File: config.mk
export PLATFORM = sky130hd
export DESIGN_NAME = thermal_freq_and_core_throttle_flat
export DESIGN_NICKNAME = d
export VERILOG_FILES = /design/src/design/tfct_pkg.sv /design/src/design/tfct_if.sv /design/src/design/tfct_cfg_regs.sv /design/src/design/tfct_freq_gov.sv /design/src/design/tfct_core_ctl.sv /design/src/design/thermal_freq_and_core_throttle.sv /design/src/flat_wrapper.sv
export SDC_FILE = /design/constraint.sdc
export NUM_CORES = 1
export LEC_CHECK = 0
export BUFFER_PORTS_ARGS = -buffer_cell sky130_fd_sc_hd__buf_2
export CORE_ASPECT_RATIO = 1.1
export CORE_MARGIN = 3
export CORE_UTILIZATION = 40
export CTS_BUF_LIST = sky130_fd_sc_hd__clkbuf_4
export DETAILED_ROUTE_END_ITERATION = 12
export MAX_ROUTING_LAYER = met4
export PLACE_DENSITY_LB_ADDON = 0.12
export SYNTH_ARGS = -nofsm -noshare
export SYNTH_HDL_FRONTEND = slang
export SYNTH_HIERARCHICAL = 1
export SYNTH_SLANG_ARGS = --single-unit
File: constraint.sdc
create_clock -name clk -period 11.99 [get_ports clk]
set_input_delay 0.5995 -clock clk [delete_from_list [all_inputs] [get_ports clk]]
set_output_delay 0.5995 -clock clk [all_outputs]
set_load 0.02 [all_outputs]
File: src/design/tfct_pkg.sv
// shared types and constants of the thermal throttle governor
`timescale 1ns / 1ps
`default_nettype none

package tfct_pkg;

	localparam int TEMP_W      = 8;
	localparam int NUM_SENSORS = 4;
	// widest index and core count the block supports
	localparam int IDX_MAX_W   = 8;
	localparam int CORES_MAX   = 32;
	localparam int CFG_IDX_W   = 4;
	localparam int CFG_DATA_W  = 32;

	localparam logic [TEMP_W-1:0]    RST_FREQ_LIMIT_TEMP = 8'd65;
	localparam logic [TEMP_W-1:0]    RST_FREQ_HYSTERESIS = 8'd5;
	localparam logic [IDX_MAX_W-1:0] RST_INDEX_STEP      = 8'd2;
	localparam logic [IDX_MAX_W-1:0] RST_LOW_INDEX       = 8'd4;
	localparam logic [IDX_MAX_W-1:0] RST_HIGH_INDEX      = 8'd15;
	localparam logic [TEMP_W-1:0]    RST_CORE_LIMIT_TEMP = 8'd75;
	localparam logic [TEMP_W-1:0]    RST_CORE_HYSTERESIS = 8'd10;
	localparam logic [CORES_MAX-1:0] RST_CORE_MASK       = 32'h0000_000e;

	typedef enum logic [CFG_IDX_W-1:0] {
		REG_FREQ_LIMIT_TEMP = 4'd0,
		REG_FREQ_HYSTERESIS = 4'd1,
		REG_INDEX_STEP      = 4'd2,
		REG_LOW_INDEX       = 4'd3,
		REG_HIGH_INDEX      = 4'd4,
		REG_CORE_LIMIT_TEMP = 4'd5,
		REG_CORE_HYSTERESIS = 4'd6,
		REG_CORE_MASK       = 4'd7
	} tfct_reg_t;

	typedef logic [NUM_SENSORS-1:0][TEMP_W-1:0] tfct_temps_t;

	// configuration, zero-extended to the widest supported sizes
	typedef struct packed {
		logic [TEMP_W-1:0]    freq_limit_temp;
		logic [TEMP_W-1:0]    freq_hysteresis;
		logic [IDX_MAX_W-1:0] index_step;
		logic [IDX_MAX_W-1:0] low_index;
		logic [IDX_MAX_W-1:0] high_index;
		logic [TEMP_W-1:0]    core_limit_temp;
		logic [TEMP_W-1:0]    core_hysteresis;
		logic [CORES_MAX-1:0] core_mask;
	} tfct_cfg_t;

	typedef struct packed {
		logic unlimited;
		logic hotplug;
	} tfct_gov_flags_t;

	typedef struct packed {
		logic offline;
		logic online;
	} tfct_core_req_t;

endpackage

`default_nettype wire

File: src/design/tfct_if.sv
// channel interfaces: configuration write, poll tick and result
`timescale 1ns / 1ps
`default_nettype none

interface tfct_cfg_if import tfct_pkg::*; ();
	logic                  valid;
	logic                  ready;
	logic [CFG_IDX_W-1:0]  index;
	logic [CFG_DATA_W-1:0] data;

	modport source (output valid, output index, output data, input ready);
	modport sink (input valid, input index, input data, output ready);
endinterface

interface tfct_tick_if import tfct_pkg::*; #(
	parameter int NUM_CORES = 4
) ();
	logic                 valid;
	logic                 ready;
	logic [TEMP_W-1:0]    temp_a;
	logic [TEMP_W-1:0]    temp_b;
	logic [TEMP_W-1:0]    temp_c;
	logic [TEMP_W-1:0]    temp_d;
	logic [NUM_CORES-1:0] online_cores;

	modport source (output valid, output temp_a, output temp_b, output temp_c,
		output temp_d, output online_cores, input ready);
	modport sink (input valid, input temp_a, input temp_b, input temp_c,
		input temp_d, input online_cores, output ready);
endinterface

interface tfct_res_if #(
	parameter int NUM_CORES  = 4,
	parameter int INDEX_BITS = 6
) ();
	localparam int CORE_W = $clog2(NUM_CORES);

	logic                  valid;
	logic                  ready;
	logic                  limit_update;
	logic [INDEX_BITS-1:0] limit_index;
	logic                  unlimited;
	logic                  offline_request;
	logic                  online_request;
	logic [CORE_W-1:0]     core_number;
	logic [NUM_CORES-1:0]  offlined_cores;

	modport source (output valid, output limit_update, output limit_index,
		output unlimited, output offline_request, output online_request,
		output core_number, output offlined_cores, input ready);
	modport sink (input valid, input limit_update, input limit_index,
		input unlimited, input offline_request, input online_request,
		input core_number, input offlined_cores, output ready);
endinterface

`default_nettype wire

File: src/design/tfct_cfg_regs.sv
// configuration register file of the thermal throttle governor
`timescale 1ns / 1ps
`default_nettype none

module tfct_cfg_regs import tfct_pkg::*; #(
	parameter int NUM_CORES  = 4,
	parameter int INDEX_BITS = 6
) (
	input  wire       clk,
	input  wire       arst_n,
	tfct_cfg_if.sink  cfg,
	output tfct_cfg_t cfg_o
);

	logic [TEMP_W-1:0]     freq_limit_temp_q;
	logic [TEMP_W-1:0]     freq_hysteresis_q;
	logic [INDEX_BITS-1:0] index_step_q;
	logic [INDEX_BITS-1:0] low_index_q;
	logic [INDEX_BITS-1:0] high_index_q;
	logic [TEMP_W-1:0]     core_limit_temp_q;
	logic [TEMP_W-1:0]     core_hysteresis_q;
	logic [NUM_CORES-1:0]  core_mask_q;

	// writes are always taken
	assign cfg.ready = 1'b1;

	always_ff @(posedge clk or negedge arst_n) begin
		if (!arst_n) begin
			freq_limit_temp_q <= RST_FREQ_LIMIT_TEMP;
			freq_hysteresis_q <= RST_FREQ_HYSTERESIS;
			index_step_q      <= RST_INDEX_STEP[INDEX_BITS-1:0];
			low_index_q       <= RST_LOW_INDEX[INDEX_BITS-1:0];
			high_index_q      <= RST_HIGH_INDEX[INDEX_BITS-1:0];
			core_limit_temp_q <= RST_CORE_LIMIT_TEMP;
			core_hysteresis_q <= RST_CORE_HYSTERESIS;
			core_mask_q       <= RST_CORE_MASK[NUM_CORES-1:0];
		end else if (cfg.valid) begin
			case (cfg.index)
				REG_FREQ_LIMIT_TEMP: freq_limit_temp_q <= cfg.data[TEMP_W-1:0];
				REG_FREQ_HYSTERESIS: freq_hysteresis_q <= cfg.data[TEMP_W-1:0];
				REG_INDEX_STEP:      index_step_q      <= cfg.data[INDEX_BITS-1:0];
				REG_LOW_INDEX:       low_index_q       <= cfg.data[INDEX_BITS-1:0];
				REG_HIGH_INDEX:      high_index_q      <= cfg.data[INDEX_BITS-1:0];
				REG_CORE_LIMIT_TEMP: core_limit_temp_q <= cfg.data[TEMP_W-1:0];
				REG_CORE_HYSTERESIS: core_hysteresis_q <= cfg.data[TEMP_W-1:0];
				REG_CORE_MASK:       core_mask_q       <= cfg.data[NUM_CORES-1:0];
				default: begin
				end
			endcase
		end
	end

	always_comb begin
		cfg_o.freq_limit_temp = freq_limit_temp_q;
		cfg_o.freq_hysteresis = freq_hysteresis_q;
		cfg_o.index_step      = IDX_MAX_W'(index_step_q);
		cfg_o.low_index       = IDX_MAX_W'(low_index_q);
		cfg_o.high_index      = IDX_MAX_W'(high_index_q);
		cfg_o.core_limit_temp = core_limit_temp_q;
		cfg_o.core_hysteresis = core_hysteresis_q;
		cfg_o.core_mask       = CORES_MAX'(core_mask_q);
	end

endmodule

`default_nettype wire

File: src/design/tfct_freq_gov.sv
// frequency limit index governor with hysteresis
`timescale 1ns / 1ps
`default_nettype none

module tfct_freq_gov import tfct_pkg::*; #(
	parameter int INDEX_BITS = 6
) (
	input  tfct_cfg_t             cfg_i,
	input  tfct_temps_t           temps,
	input  logic                  reads_ok,
	input  logic [INDEX_BITS-1:0] cur_index,
	input  logic [INDEX_BITS-1:0] applied_index,
	input  tfct_gov_flags_t       flags_i,
	output logic [INDEX_BITS-1:0] cur_index_nxt,
	output logic [INDEX_BITS-1:0] applied_index_nxt,
	output tfct_gov_flags_t       flags_nxt,
	output logic                  update
);

	logic [INDEX_BITS-1:0] step;
	logic [INDEX_BITS-1:0] low_idx;
	logic [INDEX_BITS-1:0] high_idx;
	logic [TEMP_W-1:0]     cool_thr;
	logic                  hot;
	logic                  cool;
	logic [INDEX_BITS:0]   down_bound;
	logic [INDEX_BITS:0]   up_sum;
	logic [INDEX_BITS-1:0] nidx;
	logic                  nunl;
	logic                  hp;
	logic                  decided;

	always_comb begin
		step     = cfg_i.index_step[INDEX_BITS-1:0];
		low_idx  = cfg_i.low_index[INDEX_BITS-1:0];
		high_idx = cfg_i.high_index[INDEX_BITS-1:0];
		cool_thr = (cfg_i.freq_limit_temp > cfg_i.freq_hysteresis) ?
			cfg_i.freq_limit_temp - cfg_i.freq_hysteresis : '0;

		hot  = 1'b0;
		cool = 1'b1;
		for (int i = 0; i < NUM_SENSORS; i++) begin
			if (temps[i] >= cfg_i.freq_limit_temp) hot = 1'b1;
			if (temps[i] >= cool_thr) cool = 1'b0;
		end

		// cur - step < low  <=>  cur < step + low
		down_bound = {1'b0, step} + {1'b0, low_idx};
		up_sum     = {1'b0, cur_index} + {1'b0, step};

		cur_index_nxt = cur_index;
		nidx          = applied_index;
		nunl          = flags_i.unlimited;
		hp            = flags_i.hotplug;
		decided       = 1'b0;

		if (hot) begin
			hp = 1'b1;
			if (cur_index == low_idx) begin
				decided = 1'b1;
			end else begin
				cur_index_nxt = ({1'b0, cur_index} < down_bound) ? low_idx : cur_index - step;
				nidx          = cur_index_nxt;
				nunl          = 1'b0;
			end
		end else if (cool) begin
			if (cur_index == high_idx) begin
				hp      = 1'b0;
				decided = 1'b1;
			end else if (up_sum >= {1'b0, high_idx}) begin
				cur_index_nxt = high_idx;
				nidx          = high_idx;
				nunl          = 1'b1;
				hp            = 1'b0;
			end else begin
				cur_index_nxt = up_sum[INDEX_BITS-1:0];
				nidx          = cur_index_nxt;
				nunl          = 1'b0;
				hp            = 1'b1;
			end
		end

		applied_index_nxt   = applied_index;
		flags_nxt.unlimited = flags_i.unlimited;
		update              = 1'b0;
		if (!decided) begin
			if (nidx == applied_index && nunl == flags_i.unlimited) begin
				hp = 1'b0;
			end else begin
				applied_index_nxt   = nidx;
				flags_nxt.unlimited = nunl;
				update              = 1'b1;
			end
		end
		flags_nxt.hotplug = hp;

		// failed sensor read: hold everything
		if (!reads_ok) begin
			cur_index_nxt     = cur_index;
			applied_index_nxt = applied_index;
			flags_nxt         = flags_i;
			update            = 1'b0;
		end
	end

endmodule

`default_nettype wire

File: src/design/tfct_core_ctl.sv
// core offline / online control with hysteresis
`timescale 1ns / 1ps
`default_nettype none

module tfct_core_ctl import tfct_pkg::*; #(
	parameter int NUM_CORES = 4,
	localparam int CORE_W   = $clog2(NUM_CORES)
) (
	input  tfct_cfg_t            cfg_i,
	input  tfct_temps_t          temps,
	input  logic                 reads_ok,
	input  logic                 hotplug_after,
	input  logic [NUM_CORES-1:0] online,
	input  logic [NUM_CORES-1:0] offlined,
	output logic [NUM_CORES-1:0] offlined_nxt,
	output tfct_core_req_t       req,
	output logic [CORE_W-1:0]    core_number
);

	logic [NUM_CORES-1:0] mask;
	logic [TEMP_W-1:0]    cool_thr;
	logic                 chot;
	logic                 ccool;
	logic                 run;
	logic                 found;
	logic                 done;
	logic [CORE_W-1:0]    pick;

	always_comb begin
		mask     = cfg_i.core_mask[NUM_CORES-1:0];
		cool_thr = (cfg_i.core_limit_temp > cfg_i.core_hysteresis) ?
			cfg_i.core_limit_temp - cfg_i.core_hysteresis : '0;

		chot  = 1'b0;
		ccool = 1'b1;
		for (int i = 0; i < NUM_SENSORS; i++) begin
			if (temps[i] >= cfg_i.core_limit_temp) chot = 1'b1;
			if (temps[i] > cool_thr) ccool = 1'b0;
		end

		run = reads_ok && (mask != '0) &&
			((cfg_i.freq_limit_temp >= cfg_i.core_limit_temp) || hotplug_after);

		// highest masked core above zero that is not already marked and offline
		found = 1'b0;
		pick  = '0;
		for (int c = 1; c < NUM_CORES; c++) begin
			if (mask[c] && !(offlined[c] && !online[c])) begin
				found = 1'b1;
				pick  = CORE_W'(c);
			end
		end

		offlined_nxt = offlined;
		req          = '0;
		core_number  = '0;
		done         = 1'b0;
		if (run) begin
			if (chot) begin
				if (found) begin
					req.offline        = 1'b1;
					core_number        = pick;
					offlined_nxt[pick] = 1'b1;
				end
			end else if (offlined != '0 && ccool) begin
				// unmark upward up to and including the first marked core that is offline
				for (int c = 0; c < NUM_CORES; c++) begin
					if (!done && offlined[c]) begin
						offlined_nxt[c] = 1'b0;
						if (!online[c]) begin
							req.online  = 1'b1;
							core_number = CORE_W'(c);
							done        = 1'b1;
						end
					end
				end
			end
		end
	end

endmodule

`default_nettype wire

File: src/design/thermal_freq_and_core_throttle.sv
// top level of the thermal frequency limit and core throttle governor
`timescale 1ns / 1ps
`default_nettype none

// Thermal throttle governor. Each poll tick transaction (four sensor
// temperatures and the online-core mask) produces exactly one result
// transaction: the applied frequency-limit index, an update flag, the
// unlimited flag, at most one core offline/online request and the set of
// cores thermal control has marked offline. A tick with any zero reading
// changes nothing. The block takes one tick per clock cycle while the
// result sink keeps taking results; a result passes the input register,
// then one combinational pass through the frequency governor and core
// control, into the result register. The governor state is read and
// written in that same pass, so back-to-back ticks see each other's effect
// in order. The next tick waits in the input register while the result
// register is held, so a stalled sink holds at most two ticks.
// Configuration writes are always taken and should be made only while no
// tick is in flight; there is no clearing pass after reset.
module thermal_freq_and_core_throttle import tfct_pkg::*; #(
	parameter int NUM_CORES  = 4,
	parameter int INDEX_BITS = 6
) (
	input  wire       clk,
	input  wire       arst_n,
	tfct_cfg_if.sink  cfg,
	tfct_tick_if.sink tick,
	tfct_res_if.source res
);

	localparam int CORE_W = $clog2(NUM_CORES);

	tfct_cfg_t cfg_w;

	// input stage
	logic                  tick_valid_s1;
	tfct_temps_t           temps_s1;
	logic [NUM_CORES-1:0]  online_s1;

	// result stage
	logic                  res_valid_s2;
	logic                  limit_update_s2;
	logic [INDEX_BITS-1:0] limit_index_s2;
	logic                  unlimited_s2;
	logic                  offline_request_s2;
	logic                  online_request_s2;
	logic [CORE_W-1:0]     core_number_s2;
	logic [NUM_CORES-1:0]  offlined_cores_s2;

	// governor state
	logic [INDEX_BITS-1:0] cur_index_q;
	logic [INDEX_BITS-1:0] applied_index_q;
	tfct_gov_flags_t       flags_q;
	logic [NUM_CORES-1:0]  offlined_q;

	// next state from the single pass
	logic                  reads_ok;
	logic                  advance;
	logic [INDEX_BITS-1:0] cur_index_nxt;
	logic [INDEX_BITS-1:0] applied_index_nxt;
	tfct_gov_flags_t       flags_nxt;
	logic                  update_nxt;
	logic [NUM_CORES-1:0]  offlined_nxt;
	tfct_core_req_t        req_nxt;
	logic [CORE_W-1:0]     core_number_nxt;

	tfct_cfg_regs #(
		.NUM_CORES (NUM_CORES),
		.INDEX_BITS(INDEX_BITS)
	) u_cfg_regs (
		.clk   (clk),
		.arst_n(arst_n),
		.cfg   (cfg),
		.cfg_o (cfg_w)
	);

	// a failed read shows up as a zero on any sensor
	always_comb begin
		reads_ok = 1'b1;
		for (int i = 0; i < NUM_SENSORS; i++) begin
			if (temps_s1[i] == '0) reads_ok = 1'b0;
		end
	end

	// the s1 item moves on when the result register is free or being drained
	assign advance    = tick_valid_s1 && (!res_valid_s2 || res.ready);
	assign tick.ready = !tick_valid_s1 || advance;

	tfct_freq_gov #(
		.INDEX_BITS(INDEX_BITS)
	) u_freq_gov (
		.cfg_i            (cfg_w),
		.temps            (temps_s1),
		.reads_ok         (reads_ok),
		.cur_index        (cur_index_q),
		.applied_index    (applied_index_q),
		.flags_i          (flags_q),
		.cur_index_nxt    (cur_index_nxt),
		.applied_index_nxt(applied_index_nxt),
		.flags_nxt        (flags_nxt),
		.update           (update_nxt)
	);

	// core control gates on the hotplug flag as left by the frequency step
	tfct_core_ctl #(
		.NUM_CORES(NUM_CORES)
	) u_core_ctl (
		.cfg_i        (cfg_w),
		.temps        (temps_s1),
		.reads_ok     (reads_ok),
		.hotplug_after(flags_nxt.hotplug),
		.online       (online_s1),
		.offlined     (offlined_q),
		.offlined_nxt (offlined_nxt),
		.req          (req_nxt),
		.core_number  (core_number_nxt)
	);

	// input register
	always_ff @(posedge clk or negedge arst_n) begin
		if (!arst_n) begin
			tick_valid_s1 <= 1'b0;
		end else if (tick.ready) begin
			tick_valid_s1 <= tick.valid;
		end
	end

	always_ff @(posedge clk) begin
		if (tick.valid && tick.ready) begin
			temps_s1  <= {tick.temp_d, tick.temp_c, tick.temp_b, tick.temp_a};
			online_s1 <= tick.online_cores;
		end
	end

	// result register valid
	always_ff @(posedge clk or negedge arst_n) begin
		if (!arst_n) begin
			res_valid_s2 <= 1'b0;
		end else if (advance) begin
			res_valid_s2 <= 1'b1;
		end else if (res.ready) begin
			res_valid_s2 <= 1'b0;
		end
	end

	always_ff @(posedge clk) begin
		if (advance) begin
			limit_update_s2    <= update_nxt;
			limit_index_s2     <= applied_index_nxt;
			unlimited_s2       <= flags_nxt.unlimited;
			offline_request_s2 <= req_nxt.offline;
			online_request_s2  <= req_nxt.online;
			core_number_s2     <= core_number_nxt;
			offlined_cores_s2  <= offlined_nxt;
		end
	end

	// governor state, committed as the item leaves s1
	always_ff @(posedge clk or negedge arst_n) begin
		if (!arst_n) begin
			cur_index_q       <= RST_HIGH_INDEX[INDEX_BITS-1:0];
			applied_index_q   <= RST_HIGH_INDEX[INDEX_BITS-1:0];
			flags_q.unlimited <= 1'b1;
			flags_q.hotplug   <= 1'b0;
			offlined_q        <= '0;
		end else if (advance) begin
			cur_index_q     <= cur_index_nxt;
			applied_index_q <= applied_index_nxt;
			flags_q         <= flags_nxt;
			offlined_q      <= offlined_nxt;
		end
	end

	assign res.valid           = res_valid_s2;
	assign res.limit_update    = limit_update_s2;
	assign res.limit_index     = limit_index_s2;
	assign res.unlimited       = unlimited_s2;
	assign res.offline_request = offline_request_s2;
	assign res.online_request  = online_request_s2;
	assign res.core_number     = core_number_s2;
	assign res.offlined_cores  = offlined_cores_s2;

	// never both an offline and an online request in one result
	a_one_request: assert property (@(posedge clk) disable iff (!arst_n)
		res_valid_s2 |-> !(offline_request_s2 && online_request_s2))
		else $error("offline and online request together");

	// core zero is never taken offline
	a_no_core0_off: assert property (@(posedge clk) disable iff (!arst_n)
		res_valid_s2 && offline_request_s2 |-> core_number_s2 != '0)
		else $error("offline request for core zero");

	// a failed read leaves the limit and the marked cores alone
	a_failed_read_holds: assert property (@(posedge clk) disable iff (!arst_n)
		advance && !reads_ok |=> applied_index_q == $past(applied_index_q) &&
			offlined_q == $past(offlined_q) && flags_q == $past(flags_q))
		else $error("state changed on a failed read");

	// an update flag always comes with a changed applied limit
	a_update_changes: assert property (@(posedge clk) disable iff (!arst_n)
		advance && update_nxt |=> applied_index_q != $past(applied_index_q) ||
			flags_q.unlimited != $past(flags_q.unlimited))
		else $error("update flagged without a limit change");

	// a waiting s1 item is not dropped
	a_s1_kept: assert property (@(posedge clk) disable iff (!arst_n)
		tick_valid_s1 && !advance |=> tick_valid_s1)
		else $error("pending tick lost");

endmodule

`default_nettype wire

File: src/flat_wrapper.sv
// flat-port wrapper written by rule: the top's interface ports become plain ports
module thermal_freq_and_core_throttle_flat import tfct_pkg::*;
#(
	parameter int NUM_CORES  = 4,
	parameter int INDEX_BITS = 6
)
  (clk, arst_n, cfg_valid, cfg_index, cfg_data, cfg_ready, tick_valid, tick_temp_a, tick_temp_b, tick_temp_c, tick_temp_d, tick_online_cores, tick_ready, res_valid, res_limit_update, res_limit_index, res_unlimited, res_offline_request, res_online_request, res_core_number, res_offlined_cores, res_ready);
  tfct_cfg_if cfg_i ();
  tfct_tick_if #(.NUM_CORES(NUM_CORES)) tick_i ();
  tfct_res_if #(.NUM_CORES(NUM_CORES), .INDEX_BITS(INDEX_BITS)) res_i ();
  input  wire clk;
  input  wire arst_n;
  input wire logic [$bits(cfg_i.valid)-1:0] cfg_valid;
  input wire logic [$bits(cfg_i.index)-1:0] cfg_index;
  input wire logic [$bits(cfg_i.data)-1:0] cfg_data;
  output wire logic [$bits(cfg_i.ready)-1:0] cfg_ready;
  input wire logic [$bits(tick_i.valid)-1:0] tick_valid;
  input wire logic [$bits(tick_i.temp_a)-1:0] tick_temp_a;
  input wire logic [$bits(tick_i.temp_b)-1:0] tick_temp_b;
  input wire logic [$bits(tick_i.temp_c)-1:0] tick_temp_c;
  input wire logic [$bits(tick_i.temp_d)-1:0] tick_temp_d;
  input wire logic [$bits(tick_i.online_cores)-1:0] tick_online_cores;
  output wire logic [$bits(tick_i.ready)-1:0] tick_ready;
  output wire logic [$bits(res_i.valid)-1:0] res_valid;
  output wire logic [$bits(res_i.limit_update)-1:0] res_limit_update;
  output wire logic [$bits(res_i.limit_index)-1:0] res_limit_index;
  output wire logic [$bits(res_i.unlimited)-1:0] res_unlimited;
  output wire logic [$bits(res_i.offline_request)-1:0] res_offline_request;
  output wire logic [$bits(res_i.online_request)-1:0] res_online_request;
  output wire logic [$bits(res_i.core_number)-1:0] res_core_number;
  output wire logic [$bits(res_i.offlined_cores)-1:0] res_offlined_cores;
  input wire logic [$bits(res_i.ready)-1:0] res_ready;
  assign cfg_i.valid = cfg_valid;
  assign cfg_i.index = cfg_index;
  assign cfg_i.data = cfg_data;
  assign cfg_ready = cfg_i.ready;
  assign tick_i.valid = tick_valid;
  assign tick_i.temp_a = tick_temp_a;
  assign tick_i.temp_b = tick_temp_b;
  assign tick_i.temp_c = tick_temp_c;
  assign tick_i.temp_d = tick_temp_d;
  assign tick_i.online_cores = tick_online_cores;
  assign tick_ready = tick_i.ready;
  assign res_valid = res_i.valid;
  assign res_limit_update = res_i.limit_update;
  assign res_limit_index = res_i.limit_index;
  assign res_unlimited = res_i.unlimited;
  assign res_offline_request = res_i.offline_request;
  assign res_online_request = res_i.online_request;
  assign res_core_number = res_i.core_number;
  assign res_offlined_cores = res_i.offlined_cores;
  assign res_i.ready = res_ready;
  thermal_freq_and_core_throttle #(.NUM_CORES(NUM_CORES), .INDEX_BITS(INDEX_BITS)) u_core (.clk(clk), .arst_n(arst_n), .cfg(cfg_i), .tick(tick_i), .res(res_i));
endmodule
==> flow_summary.json <==
{
  "nNetsFinal": 1306,
  "r2r-end": "u_core/offlined_q[2]",
  "timing_max_transition_violations_final": 0,
  "post-cts-setup-buffers": 0,
  "power_per_cell_area_mw_per_mm2": 221,
  "top_family_by_delay_on_critical_path": "compound AO/OA/AOI/OAI gates",
  "tightest_slew_ns": 0.977,
  "startpoint_type": "register",
  "required_ns": 12.42,
  "critical_path.n_buffers_inverters": 2,
  "layout.cells.most_common": "ha_1",
  "core-area_mm2": 0.0248,
  "summed_negative_setup_slack_over_all_endpoints_ns": 0,
  "avgSynthCellArea_um2": 10.6,
  "cts-resized-gates": 0,
  "clock_tree_from_tritoncts": "done",
  "total_via_count_after_detailed_routing": 7693,
  "crit_arrival_ns": 8.22,
  "ys.warnings.count": 6,
  "h-tree-depth": 4,
  "clock_power_share": 0.135,
  "final.min_clock_period_ns": 7.78,
  "power.static_leakage_uw": 0.00495,
  "insertion_delay_ns": 0.54,
  "post_synth_inst_count": 964,
  "post_cts_hold_buffer_count": 0,
  "worst_path_largest_cell_delay_ns": 0.68,
  "die_area_mm2": 0.0275,
  "number_of_global_route_vias_before_repair": 7894,
  "cell_row_count": 60,
  "status": "complete, no violations",
  "grt_pass1_wl_um": 43300,
  "timing.critical_path.fanout_max": 8,
  "drt-vias-per-instance": 5.62,
  "synthesis.nets": 1226,
  "grt_usage": 0.208,
  "layout-area-overhead-vs-synth_pct": 9.84,
  "seq_power_share": 0.284,
  "commonest_cells_after_routing_fill_and_taps_aside": "ha_1 (180), inv_1 (72), buf_2 (69)",
  "achievable-frequency_mhz": 129,
  "numClockSinks": 126,
  "global_route.usage.met3": 0.0282,
  "route.antenna.remaining_nets": 0,
  "internal_power_uw": 1350,
  "cts_buffers": 17,
  "multi_input_comb_area_mm2": 0.00641,
  "syn_area_mm2": 0.0102,
  "drc": 0,
  "cap_violations": 0,
  "totalPowerFinal_uw": 2480,
  "combinationalPowerShare": 0.581,
  "width_of_the_die_um": 158,
  "die_h_um": 173,
  "filler_instances": 2441,
  "highest_ir_drop_seen_on_vdd_uv": 89.7,
  "crit_start": "u_core/u_cfg_regs/freq_limit_temp_q[0]",
  "grt_setup_unrepaired": "false",
  "fin_util": 0.452,
  "final_hold_viol_count": 0,
  "post_drt_wl_per_cell_um": 19.8,
  "slowest_stage": "nor4_2",
  "critical_path.most_common_cell": "nor2b_1",
  "gp_routability_congestion": 0.887,
  "register_area_mm2": 0.00345,
  "rr_startpoint": "u_core/u_cfg_regs/freq_limit_temp_q[0]",
  "timing.setup.critical_path_class": "register to register",
  "kind_of_end_point_of_the_critical_path": "register",
  "detailed_router_iteration_count_before_antenna_repair": 5,
  "drt-initial-drc-count": 426,
  "finalCritPeriodShare": 0.649,
  "power.net_switching_uw": 1130,
  "clk_pin_slew_worst_paths_ns": 0.12,
  "power.share.switching": 0.457,
  "cts.root.buffer_cell": "clkbuf_4",
  "slew-limit-headroom": 0.349,
  "reg2reg_slack_ns": 4.21,
  "timing.reg2reg.worst_path_depth": 28,
  "detail_placement_hpwl_um": 21300,
  "grtUsageMet1": 0.249,
  "grt_util_met2": 0.361,
  "grt_antenna_before_repair": 1,
  "final_layout_size_suffix_gt1_frac": 0.214,
  "start_util": 0.412,
  "clock_skew_ns": 0.0175,
  "grt-busiest-layer": "met2",
  "placement.io_buffers": 70,
  "grt_max_degree": 75,
  "io_pins": 96,
  "cts_buffer_depth": 2,
  "setup_viol": 0,
  "grt_overflow_total": 0,
  "routed_wl_um": 27100,
  "worstHoldPathType": "input port to async pin"
}
[cell type report]
type	instances	area share
timing repair buffer	72	0.0328
clock buffer	17	0.0114
antenna	1	0.000223
clock inverter	15	0.0165
multi-input combinational	754	0.572
tap	310	0.0346
sequential	126	0.308
inverter	73	0.0245
[worst register-to-register path: cells and delay by family, from the launching register on]
kind                       cells  cell delay (ns)
buffers and inverters          2             0.14
and+or+nand+nor                8             2.66
adders and majority gates      3             0.93
AOI/OAI and AO/OA             14             3.06
DFF                            1             0.64
muxes                          1             0.26
[registers in the layout, indices dropped and copies added, names as in the netlist, 4 cells and up]
signal                               count
u_core/u_cfg_regs/index_step_q           6
u_core/online_s1                         4
u_core/u_cfg_regs/low_index_q            6
u_core/applied_index_q                   6
u_core/res.limit_index                   6
u_core/res.offlined_cores                4
u_core/u_cfg_regs/freq_hysteresis_q      8
u_core/u_cfg_regs/core_limit_temp_q      8
u_core/offlined_q                        4
u_core/u_cfg_regs/core_mask_q            4
u_core/u_cfg_regs/high_index_q           6
u_core/u_cfg_regs/freq_limit_temp_q      8
u_core/u_cfg_regs/core_hysteresis_q      8
u_core/cur_index_q                       6
u_core/temps_s1                         32
[how the worst max path moves through the flow]
| stage | end | cells after the start |
|---|---|---|
| 2_1_floorplan | u_core/offlined_q[2] | 28 |
| 3_3_place_gp | u_core/offlined_q[2] | 28 |
| 3_5_place_dp | u_core/offlined_q[2] | 28 |
| 4_1_cts | u_core/offlined_q[2] | 28 |
| 5_1_grt | u_core/offlined_q[2] | 28 |
| 6_report | u_core/offlined_q[2] | 28 |
[metrics by stage]
stage,hold WS (ns),instance area (µm²),setup slack (ns),instances
after global placement,0.473,10900,4.36,1335
after floorplan,0.304,10200,5.75,964
after global routing,0.142,11200,3.57,1368
after detailed placement,0.483,10900,4.37,1335
after CTS,0.157,11200,4.32,1367
final,0.196,11200,4.21,1368
[routing by layer]
layer  share of wire  wire (µm)
met1            0.43      11600
met2            0.52      14100
met3           0.026        715
met4           0.024        645
met5               0          0
[power by group through the flow]
stage	sequential [µW]	clock [µW]	combinational (µW)
after floorplan	681	0	1060
after global placement	712	0	1410
after detailed placement	712	0	1420
after CTS	704	349	1430
after global routing	718	366	1610
final	702	334	1440
Power figures use the tool's default switching activity.
